File: src/hdl/iac_pkg.sv
// shared types and constants for the interval peak admission check
// operation codes, controller states and the command/status structs
// no dependencies
package iac_pkg;

  localparam int CORE_W     = 8;
  localparam int PROC_W     = 32;
  localparam int OUT_PEAK_W = 6;

  typedef enum logic [1:0] {
    OP_CLEAR = 2'd0,
    OP_ADD   = 2'd1,
    OP_QUERY = 2'd2
  } op_t;

  typedef enum logic [2:0] {
    ST_IDLE,
    ST_OUT_RD,
    ST_OUT_CHK,
    ST_IN_RUN,
    ST_IN_DRAIN,
    ST_OUT_NEXT,
    ST_DONE
  } state_t;

  typedef struct packed {
    logic clear;
    logic add;
    logic query_start;
    logic cap_t;
    logic acc_issue;
    logic peak_upd;
    logic out_load;
  } cmd_t;

  typedef struct packed {
    logic t_sel;
  } status_t;

endpackage

File: src/hdl/iac_dpath.sv
// datapath: task table memory, query window, overlap level and peak registers
// driven by commands from iac_ctrl; depends on iac_pkg
module iac_dpath import iac_pkg::*; #(
  parameter int MAX_TASKS = 32,
  parameter int TIME_BITS = 48,
  localparam int AW    = (MAX_TASKS > 1) ? $clog2(MAX_TASKS) : 1,
  localparam int CNT_W = $clog2(MAX_TASKS + 1)
) (
  input  logic                  clk,
  input  logic                  rst,
  input  cmd_t                  cmd,
  input  logic [AW-1:0]         rd_addr,
  input  logic                  cfg_wr_en,
  input  logic [CORE_W-1:0]     cfg_wr_data,
  input  logic [TIME_BITS-1:0]  task_start,
  input  logic [TIME_BITS-1:0]  task_finish,
  input  logic [TIME_BITS-1:0]  earliest_start,
  input  logic [TIME_BITS-1:0]  anchor_time,
  input  logic [PROC_W-1:0]     proc_time,
  output logic [CNT_W-1:0]      count,
  output status_t               status,
  output logic                  fits,
  output logic [OUT_PEAK_W-1:0] peak_usage,
  output logic                  table_overflow
);

  localparam int PW    = (TIME_BITS < PROC_W) ? TIME_BITS : PROC_W;
  localparam int LVL_W = CNT_W + 2;
  localparam int CMP_W = (CNT_W > CORE_W) ? CNT_W : CORE_W;

  logic [TIME_BITS-1:0] start_mem [MAX_TASKS];
  logic [TIME_BITS-1:0] finish_mem [MAX_TASKS];

  logic                    ovf;
  logic                    ovf_snap;
  logic [CORE_W-1:0]       core_count;
  logic [TIME_BITS-1:0]    lo;
  logic [TIME_BITS-1:0]    hi;
  logic [TIME_BITS-1:0]    hi_next;
  logic [TIME_BITS-1:0]    t;
  logic [TIME_BITS-1:0]    rd_s;
  logic [TIME_BITS-1:0]    rd_f;
  logic                    acc_vld;
  logic signed [LVL_W-1:0] level;
  logic signed [LVL_W-1:0] level_next;
  logic [CNT_W-1:0]        peak;
  logic [CNT_W+OUT_PEAK_W-1:0] peak_wide;
  logic [TIME_BITS-1:0]    p_ext;
  logic [TIME_BITS:0]      sum;
  logic                    full;
  logic                    sel_i;
  logic                    inc;
  logic                    dec;

  assign full = (count == CNT_W'(MAX_TASKS));

  // window end saturates at the top of the time range
  assign p_ext   = TIME_BITS'(proc_time[PW-1:0]);
  assign sum     = {1'b0, anchor_time} + {1'b0, p_ext};
  assign hi_next = sum[TIME_BITS] ? '1 : sum[TIME_BITS-1:0];

  assign status.t_sel = (rd_s >= lo) && (rd_s <= hi);

  // t is a selected start, so t <= hi and the clipped finish is below t exactly when
  // the stored finish is
  assign sel_i      = (rd_s >= lo) && (rd_s <= hi);
  assign inc        = sel_i && (rd_s <= t);
  assign dec        = sel_i && (rd_f < t);
  assign level_next = level + LVL_W'(inc) - LVL_W'(dec);

  assign peak_wide = {{OUT_PEAK_W{1'b0}}, peak};

  always_ff @(posedge clk) begin
    if (cmd.add && !full) begin
      start_mem[count[AW-1:0]]  <= task_start;
      finish_mem[count[AW-1:0]] <= task_finish;
    end
    rd_s <= start_mem[rd_addr];
    rd_f <= finish_mem[rd_addr];
  end

  always_ff @(posedge clk) begin
    if (rst) begin
      count      <= '0;
      ovf        <= 1'b0;
      core_count <= CORE_W'(1);
      acc_vld    <= 1'b0;
    end else begin
      if (cfg_wr_en) begin
        core_count <= cfg_wr_data;
      end
      if (cmd.clear) begin
        count <= '0;
        ovf   <= 1'b0;
      end else if (cmd.add) begin
        if (full) begin
          ovf <= 1'b1;
        end else begin
          count <= count + CNT_W'(1);
        end
      end
      acc_vld <= cmd.acc_issue;
    end
  end

  always_ff @(posedge clk) begin
    if (cmd.query_start) begin
      lo       <= earliest_start;
      hi       <= hi_next;
      ovf_snap <= ovf;
    end
    if (cmd.cap_t) begin
      t     <= rd_s;
      level <= '0;
    end else if (acc_vld) begin
      level <= level_next;
    end
    if (cmd.query_start) begin
      peak <= '0;
    end else if (cmd.peak_upd && ($signed({2'b00, peak}) < level)) begin
      peak <= level[CNT_W-1:0];
    end
    if (cmd.out_load) begin
      fits           <= (CMP_W'(peak) < CMP_W'(core_count));
      peak_usage     <= peak_wide[OUT_PEAK_W-1:0];
      table_overflow <= ovf_snap;
    end
  end

endmodule

File: src/hdl/iac_ctrl.sv
// controller: decodes operations and sequences the nested sweep of a query
// drives iac_dpath through cmd_t; depends on iac_pkg
module iac_ctrl import iac_pkg::*; #(
  parameter int MAX_TASKS = 32,
  localparam int AW    = (MAX_TASKS > 1) ? $clog2(MAX_TASKS) : 1,
  localparam int CNT_W = $clog2(MAX_TASKS + 1)
) (
  input  logic             clk,
  input  logic             rst,
  input  logic             req_valid,
  input  logic [1:0]       operation,
  output logic             req_stall,
  output logic             rsp_valid,
  input  logic             rsp_stall,
  input  logic [CNT_W-1:0] count,
  input  status_t          status,
  output cmd_t             cmd,
  output logic [AW-1:0]    rd_addr
);

  state_t        state;
  state_t        state_next;
  logic [AW-1:0] j;
  logic [AW-1:0] j_next;
  logic [AW-1:0] i;
  logic [AW-1:0] i_next;
  logic          rsp_valid_next;
  logic          last_i;
  logic          last_j;

  assign last_i = ((CNT_W'(i) + CNT_W'(1)) == count);
  assign last_j = ((CNT_W'(j) + CNT_W'(1)) == count);

  always_ff @(posedge clk) begin
    if (rst) begin
      state     <= ST_IDLE;
      rsp_valid <= 1'b0;
      j         <= '0;
      i         <= '0;
    end else begin
      state     <= state_next;
      rsp_valid <= rsp_valid_next;
      j         <= j_next;
      i         <= i_next;
    end
  end

  always_comb begin
    state_next     = state;
    j_next         = j;
    i_next         = i;
    cmd            = '0;
    rd_addr        = j;
    req_stall      = (state != ST_IDLE);
    rsp_valid_next = rsp_valid && rsp_stall;
    case (state)
      ST_IDLE: begin
        if (req_valid) begin
          case (op_t'(operation))
            OP_CLEAR: cmd.clear = 1'b1;
            OP_ADD:   cmd.add = 1'b1;
            OP_QUERY: begin
              cmd.query_start = 1'b1;
              j_next          = '0;
              state_next      = (count == '0) ? ST_DONE : ST_OUT_RD;
            end
            default: ;
          endcase
        end
      end
      ST_OUT_RD: begin
        rd_addr    = j;
        state_next = ST_OUT_CHK;
      end
      ST_OUT_CHK: begin
        // start of entry j is on the read port now
        cmd.cap_t  = 1'b1;
        i_next     = '0;
        state_next = status.t_sel ? ST_IN_RUN : ST_OUT_NEXT;
      end
      ST_IN_RUN: begin
        rd_addr       = i;
        cmd.acc_issue = 1'b1;
        if (last_i) begin
          state_next = ST_IN_DRAIN;
        end else begin
          i_next = i + AW'(1);
        end
      end
      ST_IN_DRAIN: begin
        state_next = ST_OUT_NEXT;
      end
      ST_OUT_NEXT: begin
        cmd.peak_upd = 1'b1;
        if (last_j) begin
          state_next = ST_DONE;
        end else begin
          j_next     = j + AW'(1);
          state_next = ST_OUT_RD;
        end
      end
      ST_DONE: begin
        if (!rsp_valid || !rsp_stall) begin
          cmd.out_load   = 1'b1;
          rsp_valid_next = 1'b1;
          state_next     = ST_IDLE;
        end
      end
      default: begin
        state_next = ST_IDLE;
      end
    endcase
  end

`ifndef SYNTHESIS
  a_inner_in_range: assert property (@(posedge clk) disable iff (rst)
    state == ST_IN_RUN |-> CNT_W'(i) < count)
    else $error("inner index beyond table fill");

  a_outer_in_range: assert property (@(posedge clk) disable iff (rst)
    (state == ST_OUT_RD || state == ST_OUT_CHK) |-> CNT_W'(j) < count)
    else $error("outer index beyond table fill");

  a_result_from_done: assert property (@(posedge clk) disable iff (rst)
    $rose(rsp_valid) |-> $past(state) == ST_DONE)
    else $error("result raised outside completion");

  a_empty_query: assert property (@(posedge clk) disable iff (rst)
    (cmd.query_start && count == '0) |=> state == ST_DONE)
    else $error("query on empty table did not complete at once");
`endif

endmodule

File: src/hdl/interval_peak_admission_check.sv
// top level of the interval peak admission check
// joins iac_ctrl and iac_dpath; depends on iac_pkg
//
// Request channel (req_valid / req_stall) carries one operation per transaction:
// clear the task table, add one task, or query admission. Clear, add and the
// unused code give no result. A query gives one transaction on the response
// channel (rsp_valid / rsp_stall) with fits, peak_usage and table_overflow.
// With n stored tasks, a query reads each of the n entries once as a candidate
// start and, when it lies in the window, reads all n entries again to count the
// overlap level, all through the single read port of the task table.
// req_stall is low only when the controller is idle. A finished result sits in the
// output register; while the receiver stalls, the block still takes clears, adds
// and a further query, which waits at its end until the register frees.
// Synchronous reset empties the table, clears the overflow flag, drops any pending
// result and sets core_count to 1. The user must write core_count through cfg_wr_en
// and cfg_wr_data only while the block is idle; the block does not enforce this.
module interval_peak_admission_check import iac_pkg::*; #(
  parameter int MAX_TASKS = 32,
  parameter int TIME_BITS = 48
) (
  input  logic                  clk,
  input  logic                  rst,
  input  logic                  cfg_wr_en,
  input  logic [CORE_W-1:0]     cfg_wr_data,
  input  logic                  req_valid,
  output logic                  req_stall,
  input  logic [1:0]            operation,
  input  logic [TIME_BITS-1:0]  task_start,
  input  logic [TIME_BITS-1:0]  task_finish,
  input  logic [TIME_BITS-1:0]  earliest_start,
  input  logic [TIME_BITS-1:0]  anchor_time,
  input  logic [PROC_W-1:0]     proc_time,
  output logic                  rsp_valid,
  input  logic                  rsp_stall,
  output logic                  fits,
  output logic [OUT_PEAK_W-1:0] peak_usage,
  output logic                  table_overflow
);

  localparam int AW    = (MAX_TASKS > 1) ? $clog2(MAX_TASKS) : 1;
  localparam int CNT_W = $clog2(MAX_TASKS + 1);

  cmd_t             cmd;
  status_t          status;
  logic [AW-1:0]    rd_addr;
  logic [CNT_W-1:0] count;

  iac_ctrl #(
    .MAX_TASKS(MAX_TASKS)
  ) u_ctrl (
    .clk       (clk),
    .rst       (rst),
    .req_valid (req_valid),
    .operation (operation),
    .req_stall (req_stall),
    .rsp_valid (rsp_valid),
    .rsp_stall (rsp_stall),
    .count     (count),
    .status    (status),
    .cmd       (cmd),
    .rd_addr   (rd_addr)
  );

  iac_dpath #(
    .MAX_TASKS(MAX_TASKS),
    .TIME_BITS(TIME_BITS)
  ) u_dpath (
    .clk            (clk),
    .rst            (rst),
    .cmd            (cmd),
    .rd_addr        (rd_addr),
    .cfg_wr_en      (cfg_wr_en),
    .cfg_wr_data    (cfg_wr_data),
    .task_start     (task_start),
    .task_finish    (task_finish),
    .earliest_start (earliest_start),
    .anchor_time    (anchor_time),
    .proc_time      (proc_time),
    .count          (count),
    .status         (status),
    .fits           (fits),
    .peak_usage     (peak_usage),
    .table_overflow (table_overflow)
  );

endmodule
File: config.mk
export PLATFORM = sky130hd
export DESIGN_NAME = interval_peak_admission_check
export DESIGN_NICKNAME = d
export VERILOG_FILES = /design/src/hdl/iac_pkg.sv /design/src/hdl/iac_dpath.sv /design/src/hdl/iac_ctrl.sv /design/src/hdl/interval_peak_admission_check.sv
export SDC_FILE = /design/constraint.sdc
export NUM_CORES = 2
export LEC_CHECK = 0
export BUFFER_PORTS_ARGS = -buffer_cell sky130_fd_sc_hd__buf_2
export CAP_MARGIN = 15
export CORE_ASPECT_RATIO = 0.5
export CORE_MARGIN = 5
export CORE_UTILIZATION = 45
export DETAILED_ROUTE_END_ITERATION = 12
export SYNTH_ARGS = -nofsm -noshare
export SYNTH_HDL_FRONTEND = slang
export SYNTH_SLANG_ARGS = --single-unit
File: constraint.sdc
create_clock -name clk -period 9.15 [get_ports clk]
set_clock_uncertainty 0.05 [all_clocks]
set_input_delay 1.83 -clock clk [delete_from_list [all_inputs] [get_ports clk]]
set_output_delay 1.83 -clock clk [all_outputs]
set_load 0.01 [all_outputs]
==> results.json <==
{
  "outcome": "finished clean",
  "grt_pass1_vias": 83200,
  "drt_iter0_drc": 11400,
  "grt_start_max_net_pins": 188,
  "synth_area_um2": 137000,
  "vias": 89500,
  "syn_avg_cell_area_um2": 12.8,
  "netlist_instances": 10800,
  "synth.net_count": 11300,
  "post-route-period-util_pct": 61.6,
  "tightest_slew_ns": 1.24,
  "place_congestion": 0.842,
  "synth_flop_cell": "edfxtp_1",
  "post_route_cells_drive_above_1_share_pct": 8.15,
  "cp.arrival_ns": 6.30,
  "maxSlewViolCount": 0,
  "post-place-ws_ns": 2.86,
  "rsz0062_at_grt": "false",
  "synth_cell_types": 70,
  "power.density_nw_per_um2": 218,
  "grt_pass1_wl_mm": 582,
  "grt_util_all_layers_pct": 24.5,
  "final_nets": 11300,
  "antenna_found_initial": 52,
  "avgRoutedWirePerCell_um": 26.4,
  "max_freq_mhz": 177,
  "cts_tree": "done",
  "cts_setup_buffers": 0,
  "critical_path_class": "register to register",
  "ir_drop_mv": 0.132,
  "leakage_nw": 53.4,
  "nFillCells": 25900,
  "die_w_um": 791,
  "clock_latency_ns": 0.91,
  "setup_violations": 0,
  "area_delta_synth_final_pct": 11.2,
  "synth-async-reset-ratio_pct": 0,
  "via_per_inst": 5.91,
  "drt_first_pass_iters": 7,
  "synth-seq-cells": 3365,
  "max_slew_margin_pct": 17.0,
  "yosysWarnings": 0,
  "required_ns": 9.82,
  "clkTransAtPathRegs_ns": 0.07,
  "cts_max_level": 5,
  "num_io_pins": 249,
  "rows": 143,
  "start_util_pct": 45.2,
  "cts_buffers": 305,
  "critPathLaunchType": "register",
  "die-area_um2": 317000,
  "synth_edf_count": 3225,
  "overflow": 0,
  "clock_path_buffers": 4,
  "clock_sinks": 3365,
  "antenna_left": 0,
  "hp-class": "register to register",
  "setup-tns-final_ns": 0,
  "hpwl_mm": 212,
  "portBuffers": 248,
  "post_cts_resized": 0,
  "core_um2": 304000,
  "routed_wirelength_mm": 400,
  "yosysSeqAreaShare_pct": 72.6,
  "netlist.area_leader.share_pct": 70.5,
  "hold_buffers": 0,
  "worst_slack_ns": 3.51,
  "cts-root-buf": "clkbuf_16",
  "synthTopCellsByCount": "edfxtp_1 (3225), nand2_1 (3162), nand3_1 (1566), a311oi_1 (483), clkbuf_1 (382)",
  "drcViolationCount": 0,
  "yosysMostFrequentCell": "edfxtp_1",
  "end_kind": "register",
  "fin_crit_ns": 5.64,
  "crit_path_max_fanout": 4,
  "yosysTopAreaCell": "edfxtp_1",
  "final_hold_viol_count": 0,
  "synth.top_cells.by_area": "edfxtp_1 (71%), nand2_1 (8.6%), nand3_1 (5.7%), a311oi_1 (3.1%), ha_1 (2.3%)",
  "drv_cap": 0,
  "die_y_um": 401
}
cells in the final DEF, fill, tap and decap left out, drive strengths merged, types with 7 or more instances in the layout:
cell,n
nand4,41
clkbuf,378
buf,410
bufinv,26
clkinv,112
and3,202
diode,57
a211oi,14
mux2i,28
a31oi,104
a21o,175
a21oi,100
or3,9
nand3,1566
nand2b,17
o21bai,10
inv,195
ha,248
a2111oi,7
nand2,3162
mux2,8
nor2,127
nor3,18
clkinvlp,8
xor2,21
xnor2,28
o21ai,62
o21a,9
edfxtp,3225
dfxtp,140
a311oi,483
or2,8
and2,12
nor2b,15
stage by stage:
step / total power [mW] / hold WS [ns] / area (um2) / std cells / util (%)
finish: 33.2 / 0.393 / 153000 / 15200 / 50.3
global route: 34.4 / 0.413 / 153000 / 15100 / 50.2
CTS: 33.4 / 0.394 / 153000 / 15100 / 50.2
detailed placement: 20.7 / 0.377 / 143000 / 14600 / 47.0
global placement: 20.7 / 0.366 / 143000 / 14600 / 47.0
floorplan: 19.5 / 0.350 / 137000 / 10800 / -
cell families (layout without fill, tap and decap cells):
logic type	after synthesis	after routing	share of synthesized area [%]
compound gates	1004	1004	5.58
xor+xnor	49	49	0.312
fa+ha+maj	250	250	2.29
buf+inv	858	1129	2.68
flops	3365	3365	72.6
mux	36	36	0.281
other cells	0	57	0
simple gates	5202	5202	16.3
sequential cells by signal (all words and copies together) (netlist names):
register                count
u_dpath.level               8
u_dpath.start_mem        1536
u_ctrl.state                3
u_dpath.hi                 48
u_dpath.table_overflow      1
u_dpath.acc_vld             1
u_dpath.t                  48
u_dpath.finish_mem       1536
u_ctrl.i                    5
u_dpath.ovf_snap            1
u_dpath.fits                1
u_dpath.rd_f               48
u_dpath.lo                 48
u_dpath.ovf                 1
u_dpath.count               6
u_ctrl.rsp_valid            1
u_dpath.core_count          8
u_dpath.rd_s               48
u_dpath.peak_usage          6
u_dpath.peak                6
u_ctrl.j                    5
worst max-delay path, cell delays in order (launching register included):
cell and delay, ns:
dfxtp_1 0.42, ha_1 0.28, a21o_1 0.18, a21o_1 0.17, a21oi_1 0.21, o32ai_1 0.11, or4b_2 0.69, a221oi_1 0.24
o22ai_1 0.32, a211oi_1 0.82, ha_1 0.37, inv_1 0.06, ha_1 0.16, inv_1 0.06, fa_1 0.43, inv_1 0.07
a21oi_1 0.06, o21bai_1 0.20, a21oi_1 0.10, nor2_1 0.09, nor2_1 0.06, xnor2_1 0.12, mux2i_1 0.13, nor2_1 0.05
worst paths after layout:
path                                                from                             to  slack [ns]  cells after the start
worst min register to register   u_dpath.rd_s[0]$_DFF_P_         u_dpath.t[0]$_DFFE_PP_        0.39                      0
worst min-delay path             u_dpath.rd_s[0]$_DFF_P_         u_dpath.t[0]$_DFFE_PP_        0.39                      0
worst max register to register  u_dpath.rd_s[41]$_DFF_P_  u_dpath.level[6]$_SDFFE_PP0P_        3.51                     23
worst max-delay path            u_dpath.rd_s[41]$_DFF_P_  u_dpath.level[6]$_SDFFE_PP0P_        3.51                     23
power by group:
group          internal [mW]  switching, mW  total [mW]
clock                   7.10           5.76        12.9
sequential              17.2          0.184        17.3
combinational          0.998           2.04        3.04
total                   25.3           7.98        33.2
final cells by class:
cell class	count	area (um2)	share of cell area [%]
Multi-Input combinational cell	6541	34300	22.5
Antenna cell	57	143	0.0934
Sequential cell	3365	99600	65.3
Clock inverter	161	1560	1.02
Inverter	180	676	0.442
Tap cell	4060	5080	3.33
Timing Repair Buffer	410	3080	2.02
Clock buffer	378	8160	5.34
metal layers:
metal | global-route usage (%) | vias to the layer above | wire (um)
li1 | - | 39700 | -
met4 | 6.20 | 16 | 9900
met1 | 37.2 | 45300 | 176000
met5 | 0 | - | 116
met2 | 36.7 | 3978 | 178000
met3 | 4.19 | 576 | 35700
No activity file was read; power rests on OpenSTA's default activity.
